$ cat config.mk
export PLATFORM = sky130hd
export DESIGN_NAME = light_change_and_motion_hold_flat
export DESIGN_NICKNAME = d
export VERILOG_FILES = /design/src/hw/rtl/lcmh_pkg.sv /design/src/hw/rtl/lcmh_if.sv /design/src/hw/rtl/lcmh_ram.sv /design/src/hw/rtl/light_change_and_motion_hold.sv /design/src/flat_wrapper.sv
export SDC_FILE = /design/constraint.sdc
export NUM_CORES = 1
export LEC_CHECK = 0
export BUFFER_PORTS_ARGS = -buffer_cell sky130_fd_sc_hd__buf_2
export CAP_MARGIN = 40
export CORE_MARGIN = 3
export CORE_UTILIZATION = 55
export DETAILED_ROUTE_END_ITERATION = 10
export GPL_ROUTABILITY_DRIVEN = 0
export PLACE_DENSITY = 0.75
export SLEW_MARGIN = 20
export SYNTH_ARGS = -nofsm -noshare
export SYNTH_HDL_FRONTEND = slang
export SYNTH_SLANG_ARGS = --single-unit
$ cat constraint.sdc
create_clock -name clk -period 5.5 [get_ports clk]
set_clock_uncertainty 0.05 [all_clocks]
set_input_delay 0.275 -clock clk [delete_from_list [all_inputs] [get_ports clk]]
set_output_delay 0.275 -clock clk [all_outputs]
set_load 0.05 [all_outputs]
$ cat src/hw/rtl/lcmh_pkg.sv
`timescale 1ns / 1ps
// ----------------------------------------------------------------------------
// lcmh_pkg
// Shared constants for the light change and motion hold block.
// ----------------------------------------------------------------------------
package lcmh_pkg;

	// Defaults for the top-level parameters
	localparam int DEF_RECENT_DEPTH = 4;
	localparam int DEF_SAMPLE_BITS  = 10;

	// Scaled light level
	localparam int           LEVEL_W     = 8;
	localparam logic [7:0]   LEVEL_RESET = 8'd128;
	localparam logic [7:0]   LEVEL_TOP   = 8'd255;
	localparam logic [7:0]   LEVEL_ZERO  = 8'd0;

	// Time fields
	localparam int ELAPSED_W = 32;
	localparam int MS_W      = 16;

	// Configuration port
	localparam int CFG_IDX_W  = 3;
	localparam int CFG_DATA_W = 16;

	localparam logic [CFG_IDX_W-1:0] REG_LIGHT_MIN      = 3'd0;
	localparam logic [CFG_IDX_W-1:0] REG_LIGHT_MAX      = 3'd1;
	localparam logic [CFG_IDX_W-1:0] REG_READ_PERIOD_MS = 3'd2;
	localparam logic [CFG_IDX_W-1:0] REG_MOTION_HOLD_MS = 3'd3;
	localparam logic [CFG_IDX_W-1:0] REG_MOTION_ENABLE  = 3'd4;

	// Register reset values
	localparam logic [MS_W-1:0] RST_READ_PERIOD_MS = 16'd1000;
	localparam logic [MS_W-1:0] RST_MOTION_HOLD_MS = 16'd30000;

endpackage

$ cat src/hw/rtl/lcmh_if.sv
`timescale 1ns / 1ps
// ----------------------------------------------------------------------------
// lcmh_tick_if / lcmh_result_if
// Valid/ready channels for input ticks and result transactions.
// ----------------------------------------------------------------------------
interface lcmh_tick_if #(
	parameter int SAMPLE_BITS = lcmh_pkg::DEF_SAMPLE_BITS
);
	logic                      valid;
	logic                      ready;
	logic [15:0]               dt_ms;
	logic [SAMPLE_BITS-1:0]    light_raw;
	logic                      motion_pin;
	logic                      take_change;

	modport source (output valid, output dt_ms, output light_raw, output motion_pin,
		output take_change, input ready);
	modport sink (input valid, input dt_ms, input light_raw, input motion_pin,
		input take_change, output ready);
endinterface

interface lcmh_result_if;
	logic       valid;
	logic       ready;
	logic [7:0] light_level;
	logic       big_change;
	logic       motion_detected;
	logic       sampled;

	modport source (output valid, output light_level, output big_change,
		output motion_detected, output sampled, input ready);
	modport sink (input valid, input light_level, input big_change,
		input motion_detected, input sampled, output ready);
endinterface

$ cat src/hw/rtl/lcmh_ram.sv
`timescale 1ns / 1ps
// ----------------------------------------------------------------------------
// lcmh_ram
// Generic single-write, single-read RAM with registered read data.
// ----------------------------------------------------------------------------
module lcmh_ram #(
	parameter int WIDTH = 8,
	parameter int DEPTH = 4,
	localparam int AW   = (DEPTH > 1) ? $clog2(DEPTH) : 1
) (
	input  logic             clk,
	input  logic             we,
	input  logic [AW-1:0]    waddr,
	input  logic [WIDTH-1:0] wdata,
	input  logic [AW-1:0]    raddr,
	output logic [WIDTH-1:0] rdata
);

	logic [WIDTH-1:0] mem_q [DEPTH];

	always_ff @(posedge clk) begin
		if (we) begin
			mem_q[waddr] <= wdata;
		end
		rdata <= mem_q[raddr];
	end

endmodule

$ cat src/hw/rtl/light_change_and_motion_hold.sv
`timescale 1ns / 1ps
// ----------------------------------------------------------------------------
// light_change_and_motion_hold
// Light level change detector with a motion hold timer, one tick per
// transaction, built around one shared subtractor under a small sequencer.
// ----------------------------------------------------------------------------
// Usage:
//   tick   (sink)  : one transaction per timer tick: dt_ms, light_raw,
//                    motion_pin, take_change. tick.ready is high only while
//                    the sequencer is idle, so the block takes one tick at a time.
//   result (source): exactly one transaction per tick, held in an output
//                    register until result.ready takes it.
//   cfg_we/cfg_idx/cfg_data: register writes, one per clock, no read-back.
//                    Write only while no tick is in flight.
// Sequence, from tick acceptance to result valid: accumulate, period compare,
//   motion update and finish when the tick takes no light sample; a sampling
//   tick puts the clamp, the restoring divide for the scale, a ring read and
//   compare per entry searched and the ring update on a miss before motion,
//   with the search ending when the level is found and no divide when the
//   clamp settles the level. The shared 33-bit subtractor (period compare,
//   divide step, ring compare, hold countdown) and one RAM read port serialize them.
// Reset: control and state registers reset at once; the ring reads
//   as all zero through per-entry valid bits, so no clearing pass is needed.
// Stall: a finished result waits in the output register while the block
//   takes the next tick; if that tick finishes too, it waits in the last
//   state until the output register is free.
// ----------------------------------------------------------------------------
module light_change_and_motion_hold
	import lcmh_pkg::*;
#(
	parameter int RECENT_DEPTH = DEF_RECENT_DEPTH,
	parameter int SAMPLE_BITS  = DEF_SAMPLE_BITS
) (
	input  logic                    clk,
	input  logic                    arst_n,
	input  logic                    cfg_we,
	input  logic [CFG_IDX_W-1:0]    cfg_idx,
	input  logic [CFG_DATA_W-1:0]   cfg_data,
	lcmh_tick_if.sink               tick,
	lcmh_result_if.source           result
);

	localparam int PTR_W = (RECENT_DEPTH > 1) ? $clog2(RECENT_DEPTH) : 1;
	localparam logic [PTR_W-1:0] PTR_LAST = PTR_W'(RECENT_DEPTH - 1);
	localparam int SB = SAMPLE_BITS;

	// Sequencer states
	localparam logic [3:0] ST_IDLE     = 4'd0;
	localparam logic [3:0] ST_ACC      = 4'd1;
	localparam logic [3:0] ST_CMP      = 4'd2;
	localparam logic [3:0] ST_CLAMP    = 4'd3;
	localparam logic [3:0] ST_DIV      = 4'd4;
	localparam logic [3:0] ST_SCAN_RD  = 4'd5;
	localparam logic [3:0] ST_SCAN_CMP = 4'd6;
	localparam logic [3:0] ST_UPDATE   = 4'd7;
	localparam logic [3:0] ST_MOTION   = 4'd8;
	localparam logic [3:0] ST_FINISH   = 4'd9;

	logic [3:0] state_q;

	// Configuration registers
	logic [SB-1:0]   light_min_q;
	logic [SB-1:0]   light_max_q;
	logic [MS_W-1:0] read_period_q;
	logic [MS_W-1:0] hold_ms_q;
	logic            motion_en_q;

	// Latched tick
	logic [MS_W-1:0] dt_q;
	logic [SB-1:0]   raw_q;
	logic            pin_q;
	logic            take_q;
	logic            sampled_q;

	// Block state
	logic [ELAPSED_W-1:0] elapsed_q;
	logic [LEVEL_W-1:0]   level_q;
	logic [RECENT_DEPTH-1:0] valid_q;
	logic [PTR_W-1:0]     ptr_q;
	logic                 change_q;
	logic                 motion_q;
	logic [MS_W-1:0]      hold_q;

	// Divider and scan working registers
	logic [SB-1:0]        rem_q;
	logic [LEVEL_W-1:0]   quot_q;
	logic [2:0]           div_cnt_q;
	logic [PTR_W-1:0]     scan_idx_q;

	// Output register
	logic                 out_vld_q;
	logic [LEVEL_W-1:0]   out_level_q;
	logic                 out_change_q;
	logic                 out_motion_q;
	logic                 out_sampled_q;

	// Shared subtractor
	logic [ELAPSED_W-1:0] sub_a;
	logic [ELAPSED_W-1:0] sub_b;
	logic [ELAPSED_W:0]   sub_res;
	logic                 sub_borrow;
	logic [ELAPSED_W-1:0] sub_diff;

	// Miscellaneous datapath
	logic [ELAPSED_W:0]   acc_sum;
	logic [ELAPSED_W-1:0] acc_sat;
	logic [SB-1:0]        span;
	logic [SB:0]          trial;
	logic [SB-1:0]        clamp_x;
	logic [SB-1:0]        clamp_diff;
	logic [SB+7:0]        scaled_num;
	logic [LEVEL_W-1:0]   ram_rdata;
	logic [LEVEL_W-1:0]   entry;
	logic                 ram_we;
	logic                 tick_acc;
	logic                 out_load;

	assign tick_acc = tick.valid && tick.ready;
	assign tick.ready = (state_q == ST_IDLE);
	assign out_load = (state_q == ST_FINISH) && (!out_vld_q || result.ready);
	assign ram_we = (state_q == ST_UPDATE);

	// Saturating millisecond accumulator
	assign acc_sum = {1'b0, elapsed_q} + {{(ELAPSED_W + 1 - MS_W){1'b0}}, dt_q};
	assign acc_sat = acc_sum[ELAPSED_W] ? {ELAPSED_W{1'b1}} : acc_sum[ELAPSED_W-1:0];

	// Clamp and scale numerator: (x - lo) * 255 = ((x - lo) << 8) - (x - lo)
	assign span = light_max_q - light_min_q;
	always_comb begin
		priority if (raw_q < light_min_q) begin
			clamp_x = light_min_q;
		end else if (raw_q > light_max_q) begin
			clamp_x = light_max_q;
		end else begin
			clamp_x = raw_q;
		end
	end
	assign clamp_diff = clamp_x - light_min_q;
	assign scaled_num = {clamp_diff, 8'd0} - {8'd0, clamp_diff};

	// Divide step operand: shift the next numerator bit into the remainder
	assign trial = {rem_q, quot_q[LEVEL_W-1]};

	// A ring entry never written reads as zero
	assign entry = valid_q[scan_idx_q] ? ram_rdata : LEVEL_ZERO;

	// Steer the shared subtractor by state
	always_comb begin
		unique case (state_q)
			ST_CMP: begin
				sub_a = elapsed_q;
				sub_b = {{(ELAPSED_W - MS_W){1'b0}}, read_period_q};
			end
			ST_DIV: begin
				sub_a = {{(ELAPSED_W - SB - 1){1'b0}}, trial};
				sub_b = {{(ELAPSED_W - SB){1'b0}}, span};
			end
			ST_SCAN_CMP: begin
				sub_a = {{(ELAPSED_W - LEVEL_W){1'b0}}, entry};
				sub_b = {{(ELAPSED_W - LEVEL_W){1'b0}}, level_q};
			end
			ST_MOTION: begin
				sub_a = {{(ELAPSED_W - MS_W){1'b0}}, hold_q};
				sub_b = {{(ELAPSED_W - MS_W){1'b0}}, dt_q};
			end
			default: begin
				sub_a = '0;
				sub_b = '0;
			end
		endcase
	end
	assign sub_res    = {1'b0, sub_a} - {1'b0, sub_b};
	assign sub_borrow = sub_res[ELAPSED_W];
	assign sub_diff   = sub_res[ELAPSED_W-1:0];

	// Ring of recent levels
	lcmh_ram #(
		.WIDTH (LEVEL_W),
		.DEPTH (RECENT_DEPTH)
	) u_ring (
		.clk   (clk),
		.we    (ram_we),
		.waddr (ptr_q),
		.wdata (level_q),
		.raddr (scan_idx_q),
		.rdata (ram_rdata)
	);

	// Configuration writes
	always_ff @(posedge clk or negedge arst_n) begin
		if (!arst_n) begin
			light_min_q   <= '0;
			light_max_q   <= '1;
			read_period_q <= RST_READ_PERIOD_MS;
			hold_ms_q     <= RST_MOTION_HOLD_MS;
			motion_en_q   <= 1'b1;
		end else if (cfg_we) begin
			unique case (cfg_idx)
				REG_LIGHT_MIN:      light_min_q   <= cfg_data[SB-1:0];
				REG_LIGHT_MAX:      light_max_q   <= cfg_data[SB-1:0];
				REG_READ_PERIOD_MS: read_period_q <= cfg_data[MS_W-1:0];
				REG_MOTION_HOLD_MS: hold_ms_q     <= cfg_data[MS_W-1:0];
				REG_MOTION_ENABLE:  motion_en_q   <= cfg_data[0];
				default: ;
			endcase
		end
	end

	// Latch the tick payload on acceptance
	always_ff @(posedge clk) begin
		if (tick_acc) begin
			dt_q   <= tick.dt_ms;
			raw_q  <= tick.light_raw;
			pin_q  <= tick.motion_pin;
			take_q <= tick.take_change;
		end
	end

	// Sequencer and block state
	always_ff @(posedge clk or negedge arst_n) begin
		if (!arst_n) begin
			state_q    <= ST_IDLE;
			elapsed_q  <= '0;
			level_q    <= LEVEL_RESET;
			valid_q    <= '0;
			ptr_q      <= '0;
			change_q   <= 1'b0;
			motion_q   <= 1'b0;
			hold_q     <= '0;
			sampled_q  <= 1'b0;
			div_cnt_q  <= '0;
			scan_idx_q <= '0;
			rem_q      <= '0;
			quot_q     <= '0;
		end else begin
			unique case (state_q)
				ST_IDLE: begin
					if (tick_acc) begin
						sampled_q <= 1'b0;
						state_q   <= ST_ACC;
					end
				end
				ST_ACC: begin
					elapsed_q <= acc_sat;
					state_q   <= ST_CMP;
				end
				ST_CMP: begin
					// Period reached: clear the accumulator and take a sample
					if (!sub_borrow) begin
						elapsed_q  <= '0;
						sampled_q  <= 1'b1;
						scan_idx_q <= '0;
						state_q    <= ST_CLAMP;
					end else begin
						state_q <= ST_MOTION;
					end
				end
				ST_CLAMP: begin
					priority if (light_min_q == light_max_q) begin
						level_q <= LEVEL_ZERO;
						state_q <= ST_SCAN_RD;
					end else if (light_min_q > light_max_q) begin
						// Inverted window: below min scales to zero, else to top
						level_q <= (raw_q < light_min_q) ? LEVEL_ZERO : LEVEL_TOP;
						state_q <= ST_SCAN_RD;
					end else begin
						rem_q     <= scaled_num[SB+7:8];
						quot_q    <= scaled_num[7:0];
						div_cnt_q <= '0;
						state_q   <= ST_DIV;
					end
				end
				ST_DIV: begin
					rem_q     <= sub_borrow ? trial[SB-1:0] : sub_diff[SB-1:0];
					quot_q    <= {quot_q[LEVEL_W-2:0], ~sub_borrow};
					div_cnt_q <= div_cnt_q + 3'd1;
					if (div_cnt_q == 3'd7) begin
						level_q <= {quot_q[LEVEL_W-2:0], ~sub_borrow};
						state_q <= ST_SCAN_RD;
					end
				end
				ST_SCAN_RD: begin
					state_q <= ST_SCAN_CMP;
				end
				ST_SCAN_CMP: begin
					priority if (sub_diff == '0) begin
						state_q <= ST_MOTION;
					end else if (scan_idx_q == PTR_LAST) begin
						state_q <= ST_UPDATE;
					end else begin
						scan_idx_q <= scan_idx_q + PTR_W'(1);
						state_q    <= ST_SCAN_RD;
					end
				end
				ST_UPDATE: begin
					// New level: flag the change and push it into the ring
					change_q       <= 1'b1;
					valid_q[ptr_q] <= 1'b1;
					ptr_q          <= (ptr_q == PTR_LAST) ? '0 : ptr_q + PTR_W'(1);
					state_q        <= ST_MOTION;
				end
				ST_MOTION: begin
					priority if (!motion_en_q) begin
						motion_q <= 1'b0;
						hold_q   <= '0;
					end else if (pin_q) begin
						motion_q <= 1'b1;
						hold_q   <= hold_ms_q;
					end else if (motion_q) begin
						// Count down; drop the flag when the hold runs out
						if (sub_borrow || sub_diff == '0) begin
							hold_q   <= '0;
							motion_q <= 1'b0;
						end else begin
							hold_q <= sub_diff[MS_W-1:0];
						end
					end
					state_q <= ST_FINISH;
				end
				ST_FINISH: begin
					if (out_load) begin
						if (take_q) begin
							change_q <= 1'b0;
						end
						state_q <= ST_IDLE;
					end
				end
				default: begin
					state_q <= ST_IDLE;
				end
			endcase
		end
	end

	// Output register
	always_ff @(posedge clk or negedge arst_n) begin
		if (!arst_n) begin
			out_vld_q <= 1'b0;
		end else if (out_load) begin
			out_vld_q <= 1'b1;
		end else if (result.ready) begin
			out_vld_q <= 1'b0;
		end
	end

	always_ff @(posedge clk) begin
		if (out_load) begin
			out_level_q   <= level_q;
			out_change_q  <= change_q;
			out_motion_q  <= motion_q;
			out_sampled_q <= sampled_q;
		end
	end

	assign result.valid           = out_vld_q;
	assign result.light_level     = out_level_q;
	assign result.big_change      = out_change_q;
	assign result.motion_detected = out_motion_q;
	assign result.sampled         = out_sampled_q;

`ifndef SYNTH
	// One tick at a time: after acceptance the block stays busy
	a_busy_after_accept: assert property (@(posedge clk) disable iff (!arst_n)
		tick_acc |=> !tick.ready)
		else $error("tick accepted while a tick was in flight");

	// A sampling tick clears the accumulator
	a_elapsed_cleared: assert property (@(posedge clk) disable iff (!arst_n)
		(state_q == ST_CMP && !sub_borrow) |=> (elapsed_q == '0 && sampled_q))
		else $error("accumulator not cleared on sample");

	// A ring write always raises the change flag
	a_change_on_write: assert property (@(posedge clk) disable iff (!arst_n)
		ram_we |=> change_q)
		else $error("ring written without change flag");

	// Disabled motion tracking leaves the flag and countdown at zero
	a_motion_disabled: assert property (@(posedge clk) disable iff (!arst_n)
		(state_q == ST_MOTION && !motion_en_q) |=> (!motion_q && hold_q == '0))
		else $error("motion state set while disabled");

	// A loaded result reports the current level
	a_result_level: assert property (@(posedge clk) disable iff (!arst_n)
		out_load |=> (out_vld_q && out_level_q == $past(level_q)))
		else $error("result level differs from current level");
`endif

endmodule

$ cat src/flat_wrapper.sv
// flat-port wrapper written by rule: the top's interface ports become plain ports
module light_change_and_motion_hold_flat import lcmh_pkg::*;
#(
	parameter int RECENT_DEPTH = DEF_RECENT_DEPTH,
	parameter int SAMPLE_BITS  = DEF_SAMPLE_BITS
)
  (clk, arst_n, cfg_we, cfg_idx, cfg_data, tick_valid, tick_dt_ms, tick_light_raw, tick_motion_pin, tick_take_change, tick_ready, result_valid, result_light_level, result_big_change, result_motion_detected, result_sampled, result_ready);
  lcmh_tick_if #(.SAMPLE_BITS(SAMPLE_BITS)) tick_i ();
  lcmh_result_if result_i ();
  input  logic clk;
  input  logic arst_n;
  input  logic cfg_we;
  input  logic [CFG_IDX_W-1:0] cfg_idx;
  input  logic [CFG_DATA_W-1:0] cfg_data;
  input wire logic [$bits(tick_i.valid)-1:0] tick_valid;
  input wire logic [$bits(tick_i.dt_ms)-1:0] tick_dt_ms;
  input wire logic [$bits(tick_i.light_raw)-1:0] tick_light_raw;
  input wire logic [$bits(tick_i.motion_pin)-1:0] tick_motion_pin;
  input wire logic [$bits(tick_i.take_change)-1:0] tick_take_change;
  output wire logic [$bits(tick_i.ready)-1:0] tick_ready;
  output wire logic [$bits(result_i.valid)-1:0] result_valid;
  output wire logic [$bits(result_i.light_level)-1:0] result_light_level;
  output wire logic [$bits(result_i.big_change)-1:0] result_big_change;
  output wire logic [$bits(result_i.motion_detected)-1:0] result_motion_detected;
  output wire logic [$bits(result_i.sampled)-1:0] result_sampled;
  input wire logic [$bits(result_i.ready)-1:0] result_ready;
  assign tick_i.valid = tick_valid;
  assign tick_i.dt_ms = tick_dt_ms;
  assign tick_i.light_raw = tick_light_raw;
  assign tick_i.motion_pin = tick_motion_pin;
  assign tick_i.take_change = tick_take_change;
  assign tick_ready = tick_i.ready;
  assign result_valid = result_i.valid;
  assign result_light_level = result_i.light_level;
  assign result_big_change = result_i.big_change;
  assign result_motion_detected = result_i.motion_detected;
  assign result_sampled = result_i.sampled;
  assign result_i.ready = result_ready;
  light_change_and_motion_hold #(.RECENT_DEPTH(RECENT_DEPTH), .SAMPLE_BITS(SAMPLE_BITS)) u_core (.clk(clk), .arst_n(arst_n), .cfg_we(cfg_we), .cfg_idx(cfg_idx), .cfg_data(cfg_data), .tick(tick_i), .result(result_i));
endmodule
Word-level counts from Yosys, hierarchy flattened
Memory sizes are Yosys's and may differ from the RTL's. A register that Yosys moved wholly into a read port is not among the register bits.
Cells that the tools add are included.
- flip-flop bits (word level): 185
- bits in latches: 0
- bits in writable memories: 32
- bits in read-only memories: 0
- bits of input ports: 52
- logic and storage cells: 159
- memories: 1
- $add $sub $neg: 8
- multipliers: 0
- divide/modulo/power cells: 0
- order comparisons: 6
- equality and inequality tests: 28
- shifts and indexed selects: 0
- multiplexer cells: 59
- bitwise operators: 2
- reductions and logical operators: 28
- memories (name ; words ; bits a word ; rd ports ; clocked after memory_dff ; wr ports ; line ; RTL):
    u_core.u_ring.mem_q ; 4 ; 8 ; 1 ; 1 ; 1 ; lcmh_ram.sv:19 ; logic [WIDTH-1:0] mem_q [DEPTH];
- operator list (kind ; number):
    case mux 32 bit (4 select lines) ; 1
    two-way mux 16 bit ; 4
    two-way mux 32 bit ; 2
    case mux 16 bit (4 select lines) ; 1
    case mux 32 bit (2 select lines) ; 1
    two-way mux 8 bit ; 7
    two-way mux 10 bit ; 5
    case mux 4 bit (10 select lines) ; 1
    adder 32 x 16 -> 33 bit ; 1
    subtractor 32 x 16 -> 33 bit ; 1
    zero test 32 bit ; 1
    case mux 8 bit (2 select lines) ; 2
    two-way mux 4 bit ; 6
    > comparator 10 bit ; 2
    case mux 10 bit (2 select lines) ; 1
    subtractor 10 bit ; 2
    subtractor 18 x 10 -> 18 bit ; 1
    == test 4 x 3 -> 1 bit, second input constant ; 4
    two-way mux 1 bit ; 15
    AND reduction 3 bit ; 5
    AND reduction 2 bit ; 7
    != test 2 bit, second input constant ; 6
    nonzero test 2 bit ; 6
    == test 10 bit ; 1
    other kinds (30) ; 48

Depth between registers and ports, before layout
- depth after elaboration: 11
- mapped depth: 28
- depth with buffers taken out: 28

Cells and area by module
From an unflattened synthesis, not the netlist that was laid out.
- cells, all modules: 1433
- area total of the unflattened synthesis: 13874.6 um^2
- modules (own cells, without submodules) (module ; instances ; cells each ; area each (um^2)):
    light_change_and_motion_hold ; 1 ; 1379 ; 12525.8
    lcmh_ram ; 1 ; 54 ; 1348.8

Worst setup path before layout
Ideal clock, no wire load.
- path type: register to register
- start: register u_core.light_max_q[7]
- end: register u_core.rem_q[9]
- setup time: 142 ps
- arrival time: 5436 ps
- data required time: 5308 ps
- setup slack: -128 ps
- cell stages (with the launch flop): 29
- buffers on the path: 1
- path through: dfstp_2 > inv_1 > ha_1 > a21o_1 > a21o_1 > a221oi_1 > o21ai_0 > nand2_1 > clkbuf_1 > nand2_1 > o211ai_1 > o21ai_0 > ha_1 > fa_1 > nor2b_1 > o21ai_0 > a21boi_0 > o31ai_1 > a21oi_1 > xor2_1 > inv_1 > ha_1 > a21oi_1 > nand2_1 > or3_1 > a41oi_1 > nand3_1 > xnor2_1 > o221ai_1
- word-level cells in the longest chain between the ends: 8
- ends and longest elaborated chain (item ; line ; RTL):
    start, declared ; light_change_and_motion_hold.sv:63 ; logic [SB-1:0] light_max_q;
    start signal, assigned ; light_change_and_motion_hold.sv:200 ; REG_LIGHT_MAX: light_max_q <= cfg_data[SB-1:0];
    > comparator 10 bit ; light_change_and_motion_hold.sv:132 ; end else if (raw_q > light_max_q) begin
    two-way mux 10 bit ; light_change_and_motion_hold.sv:132 ;
    two-way mux 10 bit ; light_change_and_motion_hold.sv:130 ; priority if (raw_q < light_min_q) begin
    subtractor 10 bit ; light_change_and_motion_hold.sv:138 ; assign clamp_diff = clamp_x - light_min_q;
    subtractor 18 x 10 -> 18 bit ; light_change_and_motion_hold.sv:139 ; assign scaled_num = {clamp_diff, 8'd0} - {8'd0, clamp_diff};
    two-way mux 10 bit ; light_change_and_motion_hold.sv:262 ; end else if (light_min_q > light_max_q) begin
    two-way mux 10 bit ; light_change_and_motion_hold.sv:259 ; priority if (light_min_q == light_max_q) begin
    case mux 10 bit (2 select lines) ; light_change_and_motion_hold.sv:236 ; unique case (state_q)
    end signal, assigned ; light_change_and_motion_hold.sv:267 ; rem_q <= scaled_num[SB+7:8];
    end signal, assigned ; light_change_and_motion_hold.sv:274 ; rem_q <= sub_borrow ? trial[SB-1:0] : sub_diff[SB-1:0];
    end, declared ; light_change_and_motion_hold.sv:85 ; logic [SB-1:0] rem_q;
Several ways; a longest one is shown, not always the timed one. The select of a mux whose other input is x is not followed.
A chain may end at the register's enable or synchronous reset.

Worst setup path after layout
- start: register u_core.light_max_q[9]
- end: register u_core.rem_q[7]
Same word-level chain as after synthesis.

==> run metrics <==
status=finished, final reports clean; CP max stage cell=dfstp_2; CTS root buf=clkbuf_16; fin crit share=98.0%; Slew HR=40.8%; Hold Startpoint=cfg_idx[2]; total chip power=11700 uW; Synth area leaders=dfrtp_1 22%, edfxtp_1 16%, ha_1 7.4%; Slew Limit Fails=0; cts bufs inserted=25; minimum clock period=5.39 ns; CP required=5.84 ns; cell count after placement=1748; max_cap viols=0; R2R Setup Slk=0.11 ns; post-synthesis instance total=1395; Syn Nets=1531; CTS tree=yes; clk buf depth=3; Synth cell types=81; FF+latch count, synth=225; top_reg_cell synth=dfrtp_1; final setup fails=0; WL/cell=20.8 microns; Area Growth Syn to Fin=18.7%; synthesized area=13600 sq um; drc violations=0; Hold Crit Class=in -> reg; register area=5980 sq um; Fillers=1818; worst slew pin tran=0.884 ns; GRT Resource Usage Total=28.8%; Detailed Place HPWL=27300 microns; Critical R2R Launch=u_core.light_max_q[9]; # IOs=65; non-filler cells, final=1859; initial antenna violation count=1; layout net count=1657; critical-path cell list=inv_1, ha_1, nand4_1, or3_1, nand2_2, buf_6, nor2_1, a21oi_1, a21oi_2, ha_4, o2111a_1, nor2_1, a211o_1, o21bai_1, a21oi_1, xnor2_1, ha_1, a21oi_2, nand2_1, or3_4, a41oi_4, nand2_1, xor2_1, o221ai_1; Pre-Repair DR Iteration Count=6; vias=11800; power per standard cell area=724 nW/um^2; R2R depth=24; Crit Path Class=reg -> reg; CTS Sinks=225; first-pass GRT wire length=60800 microns; area leader, netlist=dfrtp_1; setup_tns=0 ns; leak pwr=0.00690 uW; die width=163 microns; number of synthesized flops with an enable pin=71; Starting Density=56.9%; Critical Path AT=5.73 ns; peak supply drop=405 uV; Row Count=56; Die Height=163 microns; largest net degree at the start of global routing=85; share of layout cells above drive strength 1=19.6%; drt first-iter violations=1358; Routed Antenna Nets=0; vias in the first global route=11300; CP max FO=7; Synth top area share=22.3%; Die ar.=26600 sq um; Total Wirelength=38700 microns; Synth warnings=0; CP max stage delay=0.55 ns; sequential share of the synthesized area=44.1%; final core occ=67.6%; delay-heaviest family, CP=simple AND/OR/NAND/NOR gates; Fmax achieved=0.185 GHz; Via density=6.35; Mapped Avg Cell Area=9.72 sq um; maximum level of the CTS H-tree=1; Min-Delay Path Depth=3; Multi-input gate area=7270 sq um; overall overflow remaining after global route=0; final hold violation count=0; Port-buffer cells=64; CP startpoint kind=flop; Clk Latency, worst-skew pair=0.53 ns; RR Endpoint=u_core.rem_q[7]; clock-pin slew on the worst setup and hold paths=0.07 ns; Worst Hold Path EP=u_core.motion_en_q; critical path capture point type=flop; fraction of registers with async set/reset=64.9%; Core Region=23800 sq um; Buf/Inv on CP=2
-- how the worst max path moves through the flow --
stage	end	slack, ns	cells past startpoint	start
after floorplan	u_core.rem_q[9]	0.04	28	u_core.light_max_q[7]
after global placement	u_core.motion_q	-0.03	21	u_core.light_max_q[0]
after CTS	u_core.rem_q[9]	0.003	27	u_core.light_max_q[7]
after global routing	u_core.rem_q[9]	-0.11	26	u_core.light_max_q[7]
after detailed placement	u_core.rem_q[9]	-0.12	27	u_core.light_max_q[7]
final	u_core.rem_q[7]	0.11	24	u_core.light_max_q[9]
-- flip-flops by register name, summed over array words and instances, names as in the netlist, 8 cells and up --
register                   count
u_core.elapsed_q              32
u_core.u_ring.mem_q           32
u_core.dt_q                   16
u_core.hold_ms_q              16
u_core.hold_q                 16
u_core.read_period_q          16
u_core.light_max_q            10
u_core.light_min_q            10
u_core.raw_q                  10
u_core.rem_q                  10
u_core.level_q                 8
u_core.quot_q                  8
u_core.result.light_level      8
u_core.u_ring.rdata            8
-- cell type report --
type	instances	area share, %
Multi-Input combinational cell	1031	45.2
Sequential cell	225	37.1
Timing Repair Buffer	172	8.45
Clock buffer	29	4.10
Tap cell	319	2.48
Inverter	66	1.54
Clock inverter	16	1.07
Antenna cell	1	0.0155
-- what timing repair did --
| action | CTS | global route |
|---|---|---|
| resized for setup | 6 | 48 |
| buffers inserted | 4 | 13 |
| hold buffers | 45 | 0 |
| hold endpoints to repair | 133 | 0 |
| pin swaps | 3 | 31 |
| endpoints found under the setup margin | 10 | 37 |
-- metal layers --
layer  wire length [microns]  part of all wire [%]  global-route usage (%)
met4                    1410                   3.6                    9.42
met3                    3970                    10                    6.29
met1                   16200                    42                    40.8
met5                       0                     0                       0
met2                   17200                    44                    44.4
-- placed cells by master (no fill, tap or decap), drive strengths merged, types with 17 or more instances in the layout --
cell type | Yosys | final
xnor2 | 30 | 30
o21ai | 123 | 123
dfrtp | 121 | 121
edfxtp | 71 | 71
dlygate4sd3 | 0 | 45
a222oi | 17 | 17
buf | 14 | 126
clkbuf | 59 | 29
a21o | 21 | 21
inv | 66 | 68
mux2 | 49 | 49
nor2 | 90 | 90
ha | 80 | 80
a22oi | 17 | 17
nand3 | 41 | 41
dfstp | 25 | 25
nand2 | 160 | 160
a21oi | 75 | 75
nor3 | 38 | 38
-- where the power goes --
| part | switching [uW] | total [uW] | internal (uW) | leakage, uW |
|---|---|---|---|---|
| logic | 4120 | 7230 | 3110 | 0.00400 |
| registers | 484 | 2730 | 2250 | 0.00251 |
| clock network | 693 | 1700 | 1000 | 0.000393 |
-- worst min-delay path, stage by stage --
cell and delay [ns]:
buf_2 0.11, nand3_1 0.08, mux2_2 0.15
-- cells by family after synthesis --
group,synth area share (%)
mux,6.25
fa+ha+maj,7.97
simple gates,15.7
xor+xnor,2.78
flops,44.1
compound gates,19.3
buf+inv,3.89
-- cells in the mapped netlist (all sizes together), types with 5 or more instances --
library cell / instances
nand2: 160
o21ai: 123
dfrtp: 121
nor2: 90
ha: 80
a21oi: 75
edfxtp: 71
inv: 66
clkbuf: 59
mux2: 49
nand3: 41
nor3: 38
xnor2: 30
dfstp: 25
a21o: 21
a222oi: 17
a22oi: 17
nor2b: 15
a31oi: 14
and3: 14
buf: 14
o211ai: 14
or3: 14
and2: 13
nand4: 13
xor2: 13
o21a: 12
a21boi: 11
a211oi: 10
a22o: 10
nand2b: 10
mux2i: 9
mux4: 9
or2: 9
dfxtp: 8
nor4: 8
o31ai: 6
a2111oi: 5
a311oi: 5
a41oi: 5
o21bai: 5
-- metrics by stage --
stage	worst slack, ns	hold WS, ns	area [sq um]
CTS	0.00325	0.0432	15800
global route	-0.109	0.0729	16100
floorplan	0.0368	-0.0706	13600
global placement	-0.0345	0.344	14400
detailed placement	-0.123	0.343	14400
finish	0.107	0.0610	16100
Power figures use the tool's default switching activity.
